--- config.mk ---
export PLATFORM = sky130hd
export DESIGN_NAME = bfn_ctrl
export DESIGN_NICKNAME = d
export VERILOG_FILES = /design/src/design/bfn_pkg.sv /design/src/design/bfn_ctrl.sv
export SDC_FILE = /design/constraint.sdc
export NUM_CORES = 1
export LEC_CHECK = 0
export ABC_AREA = 1
export BUFFER_PORTS_ARGS = -buffer_cell sky130_fd_sc_hd__buf_2
export CAP_MARGIN = 15
export CORE_MARGIN = 5
export CORE_UTILIZATION = 56
export CTS_CLUSTER_SIZE = 25
export DETAILED_ROUTE_END_ITERATION = 10
export GPL_TIMING_DRIVEN = 0
export PLACE_DENSITY = 0.82
export SLEW_MARGIN = 10
export SYNTH_ARGS = -nofsm -noshare
export SYNTH_HDL_FRONTEND = slang
export SYNTH_SLANG_ARGS = --single-unit
--- constraint.sdc ---
create_clock -name clk -period 1.76 [get_ports clk]
set_input_delay 0.176 -clock clk [delete_from_list [all_inputs] [get_ports clk]]
set_output_delay 0.176 -clock clk [all_outputs]
set_load 0.005 [all_outputs]
--- src/design/bfn_pkg.sv ---
package bfn_pkg;

  localparam int unsigned GRID_POINTS_DEF    = 128;
  localparam int unsigned MAX_ITERATIONS_DEF = 100;
  localparam int unsigned FRICTION_SHAPE_DEF = 100;
  localparam int unsigned STOP_THRESHOLD_DEF = 13;

  localparam int unsigned NUM_REGS = 8;
  localparam int unsigned REG_IW   = 3;
  localparam int unsigned NUM_SMP  = 9;
  localparam int unsigned IN_W     = 304;
  localparam int unsigned OUT_W    = 48;

  localparam logic signed [63:0] ONE_Q27    = 64'sd134217728;
  localparam logic signed [63:0] EXP_M1_Q27 = 64'sd49375943;
  localparam logic signed [63:0] S64_MAX    = 64'h7fff_ffff_ffff_ffff;
  localparam logic signed [63:0] S64_MIN    = 64'h8000_0000_0000_0000;

  // register indexes
  localparam logic [REG_IW-1:0] REG_PREV_CENTER  = 3'd0;
  localparam logic [REG_IW-1:0] REG_PREV_NEAR    = 3'd1;
  localparam logic [REG_IW-1:0] REG_PREV_FAR     = 3'd2;
  localparam logic [REG_IW-1:0] REG_OLDER_CENTER = 3'd3;
  localparam logic [REG_IW-1:0] REG_OLDER_NEAR   = 3'd4;
  localparam logic [REG_IW-1:0] REG_LINEAR       = 3'd5;
  localparam logic [REG_IW-1:0] REG_FRICTION     = 3'd6;
  localparam logic [REG_IW-1:0] REG_OUTPUT       = 3'd7;

  typedef enum logic [3:0] {
    OP_BIAS, OP_LIN27, OP_SQ, OP_SHAPE, OP_EXPI, OP_EZERO, OP_EXPM, OP_VE,
    OP_G1, OP_G2, OP_D, OP_DG, OP_DIV, OP_EXC
  } op_t;

  typedef enum logic [1:0] {SH0, SH23, SH24, SH27} sh_t;

  typedef struct packed {
    logic       start;
    op_t        op;
    logic [3:0] term;
    logic       capture;
    logic       load_out;
  } cmd_t;

  typedef struct packed {
    logic done;
    logic exp_big;
    logic cnt_zero;
    logic stop;
    logic out_free;
  } sts_t;

  function automatic logic signed [63:0] sat_add(input logic signed [63:0] a,
                                                 input logic signed [63:0] b);
    logic signed [63:0] r;
    r = a + b;
    if (!a[63] && !b[63] && r[63]) return S64_MAX;
    if (a[63] && b[63] && !r[63]) return S64_MIN;
    return r;
  endfunction

  function automatic logic signed [63:0] sat_neg(input logic signed [63:0] a);
    if (a == S64_MIN) return S64_MAX;
    return -a;
  endfunction

  function automatic logic signed [31:0] clamp32(input logic signed [63:0] a);
    if (!a[63] && (|a[62:31])) return 32'h7fff_ffff;
    if (a[63] && !(&a[62:31])) return 32'h8000_0000;
    return a[31:0];
  endfunction

  // magnitude plus overflow flag back to a saturated signed value
  function automatic logic signed [63:0] apply_sign(input logic hi_nz,
                                                    input logic [63:0] lo,
                                                    input logic neg);
    if (neg) begin
      if (hi_nz || lo > 64'h8000_0000_0000_0000) return S64_MIN;
      return -$signed(lo);
    end
    if (hi_nz || lo[63]) return S64_MAX;
    return $signed(lo);
  endfunction

  // exp(-i/16) in q.27
  function automatic logic [27:0] exp_tab(input logic [4:0] i);
    logic [27:0] v;
    case (i)
      5'd0:    v = 28'd134217728;
      5'd1:    v = 28'd126085887;
      5'd2:    v = 28'd118446729;
      5'd3:    v = 28'd111270405;
      5'd4:    v = 28'd104528872;
      5'd5:    v = 28'd98195788;
      5'd6:    v = 28'd92246405;
      5'd7:    v = 28'd86657478;
      5'd8:    v = 28'd81407167;
      5'd9:    v = 28'd76474956;
      5'd10:   v = 28'd71841573;
      5'd11:   v = 28'd67488912;
      5'd12:   v = 28'd63399966;
      5'd13:   v = 28'd59558756;
      5'd14:   v = 28'd55950273;
      5'd15:   v = 28'd52560418;
      5'd16:   v = 28'd49375943;
      default: v = 28'd0;
    endcase
    return v;
  endfunction

endpackage

--- src/design/bfn_ctrl.sv ---
module bfn_ctrl (
  input  logic          clk,
  input  logic          rst_n,
  input  logic          in_tvalid,
  output logic          in_tready,
  output bfn_pkg::cmd_t cmd,
  input  bfn_pkg::sts_t sts
);
  import bfn_pkg::*;

  typedef enum logic [4:0] {
    S_IDLE   = 5'b00001,
    S_ISSUE  = 5'b00010,
    S_WAIT   = 5'b00100,
    S_DECIDE = 5'b01000,
    S_FIN    = 5'b10000
  } state_t;

  state_t     state_r, state_nxt;
  op_t        op_r, op_nxt;
  logic [3:0] term_r, term_nxt;
  logic       final_r, final_nxt;
  logic       capture;

  assign in_tready = state_r == S_IDLE;
  assign capture   = in_tvalid && in_tready;

  always_comb begin
    state_nxt = state_r;
    op_nxt    = op_r;
    term_nxt  = term_r;
    final_nxt = final_r;
    unique case (state_r)
      S_IDLE: begin
        if (capture) begin
          state_nxt = S_ISSUE;
          op_nxt    = OP_BIAS;
          term_nxt  = '0;
          final_nxt = 1'b0;
        end
      end
      S_ISSUE: state_nxt = S_WAIT;
      S_WAIT: begin
        if (sts.done) state_nxt = S_DECIDE;
      end
      S_DECIDE: begin
        state_nxt = S_ISSUE;
        unique case (op_r)
          OP_BIAS: begin
            if (term_r == 4'(NUM_SMP - 1)) op_nxt = OP_LIN27;
            else term_nxt = term_r + 4'd1;
          end
          OP_LIN27: op_nxt = OP_SQ;
          OP_SQ:    op_nxt = OP_SHAPE;
          OP_SHAPE: op_nxt = sts.exp_big ? OP_EZERO : OP_EXPI;
          OP_EXPI, OP_EXPM: op_nxt = sts.cnt_zero ? OP_VE : OP_EXPM;
          OP_EZERO: op_nxt = OP_VE;
          OP_VE:    op_nxt = final_r ? OP_EXC : OP_G1;
          OP_G1:    op_nxt = OP_G2;
          OP_G2:    op_nxt = OP_D;
          OP_D:     op_nxt = OP_DG;
          OP_DG:    op_nxt = OP_DIV;
          OP_DIV: begin
            op_nxt    = OP_SQ;
            final_nxt = sts.stop;
          end
          OP_EXC:   state_nxt = S_FIN;
        endcase
      end
      S_FIN: begin
        if (sts.out_free) state_nxt = S_IDLE;
      end
    endcase
  end

  always_ff @(posedge clk) begin
    if (!rst_n) begin
      state_r <= S_IDLE;
      op_r    <= OP_BIAS;
      term_r  <= '0;
      final_r <= 1'b0;
    end else begin
      state_r <= state_nxt;
      op_r    <= op_nxt;
      term_r  <= term_nxt;
      final_r <= final_nxt;
    end
  end

  assign cmd.start    = state_r == S_ISSUE;
  assign cmd.op       = op_r;
  assign cmd.term     = term_r;
  assign cmd.capture  = capture;
  assign cmd.load_out = state_r == S_FIN && sts.out_free;

  a_no_stray_done: assert property (@(posedge clk) disable iff (!rst_n)
    state_r == S_IDLE |-> !sts.done)
    else $error("unit finished with no operation pending");

  a_single_issue: assert property (@(posedge clk) disable iff (!rst_n)
    cmd.start |=> !cmd.start)
    else $error("operation issued twice");

endmodule

Word level (Yosys, flattened, before mapping). Index checks and enable logic that the tools add are counted.

Bits in registers: 14. Output and inout bits: 12.

$add $sub $neg: 1. Eq/ne operators: 27. Muxes and demuxes: 18. Reduce and logical (&&, ||, !) cells: 10.

Operators by type and width (number): 4-bit case mux with 11 select lines (1); 4-bit == test, second input constant (7); 5-bit case mux with 5 select lines (1); 5-bit 2-to-1 mux (4); 4-bit by 3-bit == test with 1-bit output, second input constant (4); 4-bit 2-to-1 mux (4); 4-bit case mux with 2 select lines (2); 12-bit by 3-bit != test with 1-bit output, second input constant (1); 4-bit by 2-bit == test with 1-bit output, second input constant (2); 2-bit != test, second input constant (4); 4-bit AND reduction (2); 3-bit AND reduction (2); 5-bit by 1-bit == test with 1-bit output, second input constant (1); 5-bit by 2-bit == test with 1-bit output, second input constant (1); 5-bit by 3-bit == test with 1-bit output, second input constant (1); 5-bit by 4-bit == test with 1-bit output, second input constant (1); 5-bit == test, second input constant (1); 4-bit by 1-bit adder with 4-bit output, second input constant (1); 4-bit by 1-bit == test with 1-bit output, second input constant (1); 4-bit logical NOT (1); 1-bit 2-to-1 mux (4); 2-bit by 1-bit != test with 1-bit output, second input constant (2); 2-bit OR reduction (2); 3-bit 2-to-1 mux (1); 4 further kinds (5).

Longest topological paths before layout.
Word-level depth: 4. Gate-level depth with buffers: 10. Depth with buffers taken out: 10.

Worst setup path after synthesis. OpenSTA, ideal clock, no wires.

Kind: register to register. Start: register term_r[0]. End: register term_r[2]. Data arrival time: 1111 ps. Required time: 1639 ps. Slack: 529 ps. Stages on the path, launching flop included: 9. Path buffers: 0. Period minus slack after synthesis: 1231 ps. Cell sequence: dfxtp_1 -> inv_1 -> ha_1 -> nand3_1 -> nand3_2 -> nor2_1 -> nor2_1 -> nand2_1 -> a21oi_1.

Word-level cells in the longest chain between the ends: 4. Elaborated cells on any way between the ends: 7.

Ends and longest elaborated chain: start, declared (line bfn_ctrl.sv:21) `logic [3:0] term_r, term_nxt;`; start signal, assigned (line bfn_ctrl.sv:85) `term_r <= term_nxt;`; 4-bit by 1-bit adder with 4-bit output (line bfn_ctrl.sv:51) `else term_nxt = term_r + 4'd1;`; 4-bit 2-to-1 mux (line bfn_ctrl.sv:50) `if (term_r == 4'(NUM_SMP - 1)) op_nxt = OP_LIN27;`; 4-bit 2-to-1 mux (line bfn_ctrl.sv:48) `unique case (op_r)`; 4-bit case mux with 2 select lines (line bfn_ctrl.sv:33) `unique case (state_r)`.

Parallel ways exist; a longest one is shown, timed or not. The select of a mux whose other input is x is not followed. A chain may end at the register's enable or synchronous reset.

Final worst setup path.
Start: register state_r[0]. End: output cmd[1] (netlist name).

Word-level cells in the longest chain between the ends: 2.

Ends and longest elaborated chain: start, declared (line bfn_ctrl.sv:19) `state_t state_r, state_nxt;`; start signal, assigned (line bfn_ctrl.sv:83) `state_r <= state_nxt;`; 5-bit by 1-bit == test with 1-bit output (line bfn_ctrl.sv:25) `assign in_tready = state_r == S_IDLE;`; 1-bit logical AND (line bfn_ctrl.sv:26) `assign capture = in_tvalid && in_tready;`; end, declared (line bfn_ctrl.sv:6) `output bfn_pkg::cmd_t cmd,`.

No other way between the ends.

==> reports/results.ini <==
[status]
status = finished clean

[worst_setup_path]
arrival_ns = 1.34
end_kind = primary output
cp_max_fo = 4
critical_path_class = reg2out
required_ns = 1.58
cp-start-kind = register

[power]
leakagePower_nw = 0.508
ir_drop_v = 0.000620
p_per_area_nw_per_um2 = 646

[synthesis]
synth_cell_types = 26
syn_area_per_cell_um2 = 6.60
synth.most_common_cell = nand2_1
async_reset_ff_share_pct = 0
syn_nets = 147
synthFlopType = dfxtp_1
synth_seq_cells = 14
yosys-top-cells-count = nand2_1 (29), nor2_1 (22), inv_1 (18)
seq_area_frac_synth_pct = 31.0
synthTopCellsByArea = dfxtp_1 (31%), nand2_1 (12%), nor2_1 (9.1%)
synth_cells = 137
synth-edff-count = 0
synth.cell_area_um2 = 905
yosys.area.top_type = dfxtp_1
yosys_warnings = 0
synth_top_area_share_pct = 31.0

[timing]
grt_setup_unrepaired = false
min_period_ns = 1.52
finalCritPeriodShare_pct = 86.3
skew_ns = 0.00824
fmax_ghz = 0.658
setup_ws_ns = 0.241
fin_tns_setup_ns = 0
hold_violations = 0
setup_viol = 0
relSlewSlack_pct = 80.4
maxSlewViolCount = 0
tightest_slew_ns = 0.293

[routing]
drt-total-wl_um = 1950
detail-route-antenna-nets = 0
drt_iter0_markers = 28
drtPass1Iterations = 4
route.vias.total = 931
wl_per_cell_um = 11.1
vias_per_cell = 5.29
drc_errors = 0

[place]
place_ws_ns = 0.400
dp.cells = 172
place_hpwl_um = 1540
gp_congestion = 0.833
port_buffers = 19

[clock_network]
clk_pin_slew_ns = 0.09
worst_skew_pair.late_latency_ns = 0.29
ctsHtreeMaxLevel = 1
cts_tree = done
cts_root_buffer = clkbuf_4
cts_resized = 0
cts.sinks = 14
hold_buffers = 0
post_cts_buffers = 0
tritoncts.num_buffers = 3
clock_path_buffers = 2

[floorplan]
start_util_pct = 59.4
die_x_um = 50.2
die_y_um = 50.2
rows = 14
pin_count = 20
dieArea_um2 = 2520
coreArea_um2 = 1520

[cells_and_area]
drive_gt1_share_pct = 23.8
final_cells = 176
num-fill-cells = 141
syn_to_final_growth_pct = 16.7
n_antenna_cell = 0
fin_nets = 171
final_util_pct = 69.3

[global_route]
grt.total_usage_pct = 16.4
use_met2_pct = 25.7
grt_first_pass_wirelength_um = 3330
met1_usage_pct = 22.1
grt.busiest_layer = met2
grt_pass1_vias = 824
antenna_found_initial = 0
grt_overflow = 0
grt_max_degree = 11
grt_util_met3_pct = 3.85

[hold_path]
min_path_type = in2reg

[run]
cap_violations = 0

-- power breakdown --
group,switching [mW],internal (mW)
clock network,0.113,0.126
logic,0.0652,0.0425
registers,0.0101,0.325
total,0.188,0.493
-- path summary, 6_finish.rpt --
| path | start | end | slack [ns] | depth (start not counted) |
|---|---|---|---|---|
| max reg2reg | term_r[0] | op_r[0] | 0.38 | 10 |
| min reg2reg | final_r | final_r | 0.48 | 2 |
| max | state_r[0] | cmd[1] | 0.24 | 6 |
| min | rst_n | state_r[2] | 0.16 | 2 |
-- layout make-up --
cell class / instances / area, um^2 / area share [%]
tap: 16 / 20.0 / 1.90
clock buffer: 4 / 36.3 / 3.44
sequential: 14 / 280 / 26.5
multi-input combinational: 100 / 527 / 49.9
timing repair buffer: 19 / 95.1 / 9.00
inverter: 21 / 78.8 / 7.46
buffer: 2 / 18.8 / 1.78
-- state kept, by name (all words and copies together), names as in the netlist --
signal / count
term_r: 4
state_r: 5
op_r: 4
final_r: 1
-- critical path, stage by stage (launching register included) --
cell and delay (ns):
dfxtp_1 0.40, inv_2 0.06, nor2_2 0.16, nand4_4 0.14
inv_1 0.10, buf_4 0.10, buf_2 0.09
-- metrics by stage --
step	hold slack, ns	power, mW	area [um^2]
6_report	0.162	0.682	1060
5_1_grt	0.150	0.724	1060
4_1_cts	0.160	0.687	1060
3_5_place_dp	0.460	0.450	1020
3_3_place_gp	0.449	0.448	1020
2_1_floorplan	0.293	0.416	905
-- routing by layer --
metal	vias to the layer above	routed length [um]
met3	5	97
met1	418	885
met5	-	0
met2	21	931
li1	487	-
met4	0	32
-- placed cells by master, fill, tap and decap left out, types with 2 or more instances in the layout --
| cell | n |
|---|---|
| buf_2 | 19 |
| nand3_1 | 10 |
| a21oi_1 | 9 |
| nand4_1 | 4 |
| o21ai_0 | 7 |
| nor2_4 | 3 |
| clkbuf_4 | 3 |
| inv_1 | 18 |
| dfxtp_1 | 14 |
| inv_2 | 2 |
| nand2_1 | 29 |
| nor2_1 | 22 |
| ha_1 | 2 |
| nand2_2 | 3 |
-- logic make-up (layout without fill, tap and decap cells) --
family / Yosys count / count (layout) / share of synthesized area (%)
compound gates: 20 / 20 / 12.2
xor+xnor: 2 / 2 / 1.94
fa+ha+maj: 2 / 2 / 2.77
buf+inv: 23 / 46 / 10.8
flops: 14 / 14 / 31.0
simple gates: 76 / 76 / 41.4
(Power assumes the default switching activity.)
